`src/rtl/assert_macros.svh`:
```
// assertion helpers for the element-wise combiner
`ifndef ASSERT_MACROS_SVH
`define ASSERT_MACROS_SVH

// implication checked on every rising clock edge outside reset
`define ASSERT_IMPL(label, clk, rst, ante, cons) \
   label: assert property (@(posedge clk) disable iff (rst) (ante) |-> (cons)) \
      else $error("assertion failed");

// next-cycle implication
`define ASSERT_NEXT(label, clk, rst, ante, cons) \
   label: assert property (@(posedge clk) disable iff (rst) (ante) |=> (cons)) \
      else $error("assertion failed");

`endif

```
`src/rtl/ewc_qmul.sv`:
```
// ----------------------------------------------------------------------------
// ewc_qmul
// registered fixed-point multiply: round to nearest, saturate
// ----------------------------------------------------------------------------
`default_nettype none
module ewc_qmul #(
   parameter int DATA_WIDTH = 32,
   parameter int FRAC_BITS  = 16
) (
   input  wire logic                         clock,
   input  wire logic                         enable,
   input  wire logic signed [DATA_WIDTH-1:0] a,
   input  wire logic signed [DATA_WIDTH-1:0] b,
   output logic signed [DATA_WIDTH-1:0]      q,
   output logic                              sat
);
   localparam int PW = 2 * DATA_WIDTH + 1;
   localparam logic signed [DATA_WIDTH-1:0] HI = {1'b0, {(DATA_WIDTH-1){1'b1}}};
   localparam logic signed [DATA_WIDTH-1:0] LO = {1'b1, {(DATA_WIDTH-1){1'b0}}};

   logic signed [PW-1:0] prod, rnd, shf;
   logic signed [DATA_WIDTH-1:0] q_in;
   logic sat_in;

   // exact product, round bias, floor shift, clip
   always_comb begin
      prod = PW'(a) * PW'(b);
      rnd  = (FRAC_BITS > 0) ? prod + (PW'(1) <<< (FRAC_BITS > 0 ? FRAC_BITS - 1 : 0))
                             : prod;
      shf  = rnd >>> FRAC_BITS;
      sat_in = 1'b0;
      if (shf > PW'(HI)) begin
         q_in = HI; sat_in = 1'b1;
      end else if (shf < PW'(LO)) begin
         q_in = LO; sat_in = 1'b1;
      end else begin
         q_in = shf[DATA_WIDTH-1:0];
      end
   end

   always_ff @(posedge clock) begin
      if (enable) begin
         q   <= q_in;
         sat <= sat_in;
      end
   end
endmodule
`default_nettype wire

```
`config.mk`:
```
export PLATFORM = sky130hd
export DESIGN_NAME = ewc_qmul
export DESIGN_NICKNAME = d
export VERILOG_FILES = /design/src/rtl/assert_macros.svh /design/src/rtl/ewc_qmul.sv
export SDC_FILE = /design/constraint.sdc
export NUM_CORES = 2
export LEC_CHECK = 0
export ABC_AREA = 1
export BUFFER_PORTS_ARGS = -buffer_cell sky130_fd_sc_hd__buf_2
export CAP_MARGIN = 10
export CORE_MARGIN = 8
export CORE_UTILIZATION = 45
export CTS_CLUSTER_DIAMETER = 150
export DETAILED_ROUTE_END_ITERATION = 10
export PLACE_DENSITY = 0.64
export SLEW_MARGIN = 20
export SYNTH_ARGS = -nofsm -noshare
export SYNTH_HDL_FRONTEND = slang
export SYNTH_SLANG_ARGS = --single-unit
```
`constraint.sdc`:
```
create_clock -name clock -period 9.85 [get_ports clock]
set_clock_uncertainty 0.2 [all_clocks]
set_input_delay 1.97 -clock clock [delete_from_list [all_inputs] [get_ports clock]]
set_output_delay 1.97 -clock clock [all_outputs]
set_load 0.05 [all_outputs]
```
== Word level (Yosys, flattened, before mapping) ==
Cells that the tools add are included.

* Register bits after elaboration: 33

* Mux-type cells: 2
* Magnitude comparators: 2
* $add $sub $neg: 1
* Multipliers: 1

{| class="wikitable"
|+ Operator list
! cell !! count
|-
| $add 64x17->65 const B || 1
|-
| $mul 32x32->64 || 1
|-
| $gt 49x32->1 const B || 1
|-
| $lt 49x32->1 const B || 1
|-
| $mux 32 || 1
|-
| $mux 1 || 1
|}

== Longest topological paths before layout ==
* Depth in word-level cells: 4
* Depth in mapped cells: 39
* Depth with buffers taken out: 37

== Least setup slack after synthesis ==
OpenSTA, ideal clock, no wires.

* Path type: input to register
* Start: input a[31]
* End: register sat, data pin
* Required time: 9.397 ns
* Data arrival time: 9.240 ns
* Library setup time: 0.253 ns
* Cell stages on the path: 30
* Setup slack: 0.157 ns
* Cells stage by stage: clkbuf_1 > nand2_1 > inv_1 > fa_1 > fa_1 > fa_1 > inv_1 > fa_1 > inv_1 > fa_1 > fa_1 > inv_1 > fa_1 > inv_1 > fa_1 > ha_1 > nand2_1 > nor2_2 > nand2_2 > nor4_2 > nand2_1 > nand3b_1 > nand2_1 > nor2_1 > nand2_1 > nor2_1 > nand3_2 > nand2_4 > buf_6 > nand2_1

* Word-level cells in the longest chain between the ends: 4
* Elaborated cells between the ends (all ways): 5
* Classes of those cells: 1 x add/sub; 1 x mul; 2 x order compare; 1 x mux

{| class="wikitable"
|+ Ends and longest elaborated chain
! item !! line !! RTL
|-
| start, declared || ewc_qmul.sv:12 || <nowiki>input wire logic signed [DATA_WIDTH-1:0] a,</nowiki>
|-
| $mul 32x32->64 * || ewc_qmul.sv:27 || <nowiki>prod = PW'(a) * PW'(b);</nowiki>
|-
| $add 64x17->65 * || ewc_qmul.sv:28 || <nowiki>rnd = (FRAC_BITS > 0) ? prod + (PW'(1) <<< (FRAC_BITS > 0 ? FRAC_BITS - 1 : 0))</nowiki>
|-
| $lt 49x32->1 || ewc_qmul.sv:34 || <nowiki>end else if (shf < PW'(LO)) begin</nowiki>
|-
| $mux 1 || ewc_qmul.sv:34 ||
|-
| end signal, assigned || ewc_qmul.sv:44 || <nowiki>sat <= sat_in;</nowiki>
|-
| end, declared || ewc_qmul.sv:15 || <nowiki>output logic sat</nowiki>
|}

Every way passes the cells marked *; elsewhere a longest branch is shown, timed or not.
A chain may end at the register's enable or synchronous reset.

== Final worst setup path ==
* Start: input a[31]
* End: register q[5], data pin

* Word-level cells in the longest chain between the ends: 4
* Elaborated cells between the ends (all ways): 5
* Classes of those cells: 1 x add/sub; 1 x mul; 2 x order compare; 1 x mux

{| class="wikitable"
|+ Ends and longest elaborated chain
! item !! line !! RTL
|-
| $mul 32x32->64 * || ewc_qmul.sv:27 ||
|-
| $add 64x17->65 * || ewc_qmul.sv:28 ||
|-
| $lt 49x32->1 || ewc_qmul.sv:34 ||
|-
| $mux 32 || ewc_qmul.sv:34 ||
|-
| end signal, assigned || ewc_qmul.sv:43 || <nowiki>q <= q_in;</nowiki>
|-
| end, declared || ewc_qmul.sv:14 || <nowiki>output logic signed [DATA_WIDTH-1:0] q,</nowiki>
|}

Marks and branches as above.

==> metrics.txt <==
largest stage delay on the critical path 660 ps; Die W 314 um; drt wl/cell 16.8 um; min cycle time layout 9450 ps; Yosys cell types 33; layout cells sized above 1 6.71%; mux share of post-synthesis cell area 0%; largest net degree at the start of global routing 34; port bufs 98; CTS tree yes; slew margin rel. 30.7%; Root Driver clkbuf_16; crit path DAT 9260 ps; most common cell after layout, fill and taps aside inv_1; Slew Limit Fails 0; drt drc 0; area of the multi-input gates 0.0320 mm2; I/O pin cnt 99; global-route wire length before repair 180000 um; grt total ovfl 0; syn_area_per_cell 7.86 um2; Worst-path clk slew 50 ps; Hold Fails Final Rpt 0; register area share after synthesis 2.49%; initial antenna violation count 4; Hold Path Depth 1; Worst Hold Class primary input to flip-flop; crit end category flip-flop; CTS Hold Buffers Added 0; post-synthesis compound-gate area fraction 1.43%; core area 0.0881 mm2; Vias/cell 4.78; design area 0.0430 mm2; Crit Path Max Fanout 17; Synthesis Warnings 0; period utilization 95.9%; Critical Path RT 9670 ps; most frequent cells in the layout 1647 x inv_1, 1544 x nand2_1, 1088 x fa_1; clk sinks 33; largest family of logic cells by synthesized area adder cells; setup-violating endpoint count in the final report 0; Area Overhead vs Synth 7.96%; TritonCTS Buffers 5; syn_nets 6409; Yosys reg bits 33; Crit-path slowest cell fa_1; vias in the first global route 33900; simple-gate share of the synthesized area 17.2%; Placer Congestion 0.957; area share of the largest cell type after synthesis 54.7%; Min Hold Slack 2110 ps; status complete, no violations; WL final 106000 um; startpoint types primary input; Worst Tran Pin Value 1040 ps; Via Count 30200; Crit Path Class primary input to flip-flop; register area 991 um2; GRT Total Usage 22.5%; Detail Placement HPWL 96100 um; f_max 106 MHz; Synth Cell Area 0.0399 mm2; Endpoint, Worst Hold q[5]; Layout fillers 8698; Post-Place Cell Area 0.0428 mm2; clock buffer depth 2; NumNets Final 6493; Die Ht 314 um; Synth area leaders fa_1 55%, inv_1 16%, nand2_1 15%, ha_1 5.6%, edfxtp_1 2.5%; Syn Inst Count 5075; Initial Utilization 45.3%; max cap viols 0; Initial DRC Count 1882; die area 0.0984 mm2; TritonRoute pass-1 iters 6; DRT antenna net count 0; row count 109; Yosys top cell by area fa_1; xor and xnor area share after synthesis 0.945%; Hold Startpoint enable; htree depth 2; adder-cell share of the synthesized area 60.3%
cell families after synthesis:
kind of cell | Yosys count
AO/OA/AOI/OAI | 105
XOR/XNOR | 43
adder cells (fa/ha/maj) | 1268
buffers and inverters | 1857
flip-flops | 33
AND/OR/NAND/NOR | 1769
critical path, delay by kind of cell:
family                     cells  cell delay (ps)
AOI/OAI and AO/OA              2              490
buffers and inverters          6              710
adders and majority gates      9             4580
and+or+nand+nor               12             1480
sequential cells by signal (all words and copies together) (netlist names):
signal  count
sat         1
q          32
cell usage after synthesis:
cell and instances:
o21bai_1 12, nand2_1 1547, clkbuf_1 193, nor3_2 3, fa_1 1090, nor2_1 123, a21o_1 2, nand3_1 37
or2_2 8, nor4_1 2, nor4_2 2, a21oi_1 67, ha_1 178, and3_1 4, and2_1 2, buf_6 6
o21a_1 1, nand3b_1 7, o21ai_0 15, nand2_4 1, a31oi_1 6, inv_2 8, nand4_1 4, edfxtp_1 33
nor2_2 11, o21ai_1 2, nand3_2 1, buf_1 1, xor2_1 27, nor3_1 10, nand2_2 7, xnor2_1 16
inv_1 1649
worst max-delay path by stage:
stage | endpoint | startpoint | depth (start not counted)
after global routing | q[10] | a[31] | 32
after CTS | q[5] | a[31] | 31
after floorplan | sat | a[31] | 30
final | q[5] | a[31] | 29
after global placement | q[0] | a[31] | 31
after detailed placement | q[5] | a[31] | 31
layout make-up:
class                   instances  share of cell area [%]
well taps                    1165                    3.39
repair buffers                277                    5.30
clock inverters                 2                  0.0233
diodes                          1                 0.00581
inverters                    1657                    14.5
flip-flops and latches         33                    2.30
clock buffers                   6                   0.299
multi-input cells            3185                    74.2
layer usage:
layer / vias up / GRT usage [%] / wire length (um)
met5: - / 0 / 13
met4: 2 / 5.12 / 2760
met3: 164 / 1.12 / 3660
met2: 683 / 42.3 / 55800
met1: 15400 / 28.5 / 44200
li1: 14000 / - / -
stage by stage:
step           instances  util [%]  setup TNS (ps)  setup slack, ps
2_1_floorplan       5075         -               0              157
3_3_place_gp        6317      48.6           -31.1            -7.72
3_5_place_dp        6317      48.6           -1280            -60.9
4_1_cts             6325      48.7               0              185
5_1_grt             6326      48.9          -0.739           -0.739
6_report            6326      48.9               0              404
what timing repair did:
item,CTS,global route
gates resized for setup,0,27
setup endpoints to repair,0,32
setup buffers,0,0
endpoints found under the hold margin,0,0
Power is left out: the tool's default activity adds up to more than one toggle a clock period on the data nets, which glitch-free logic cannot reach.
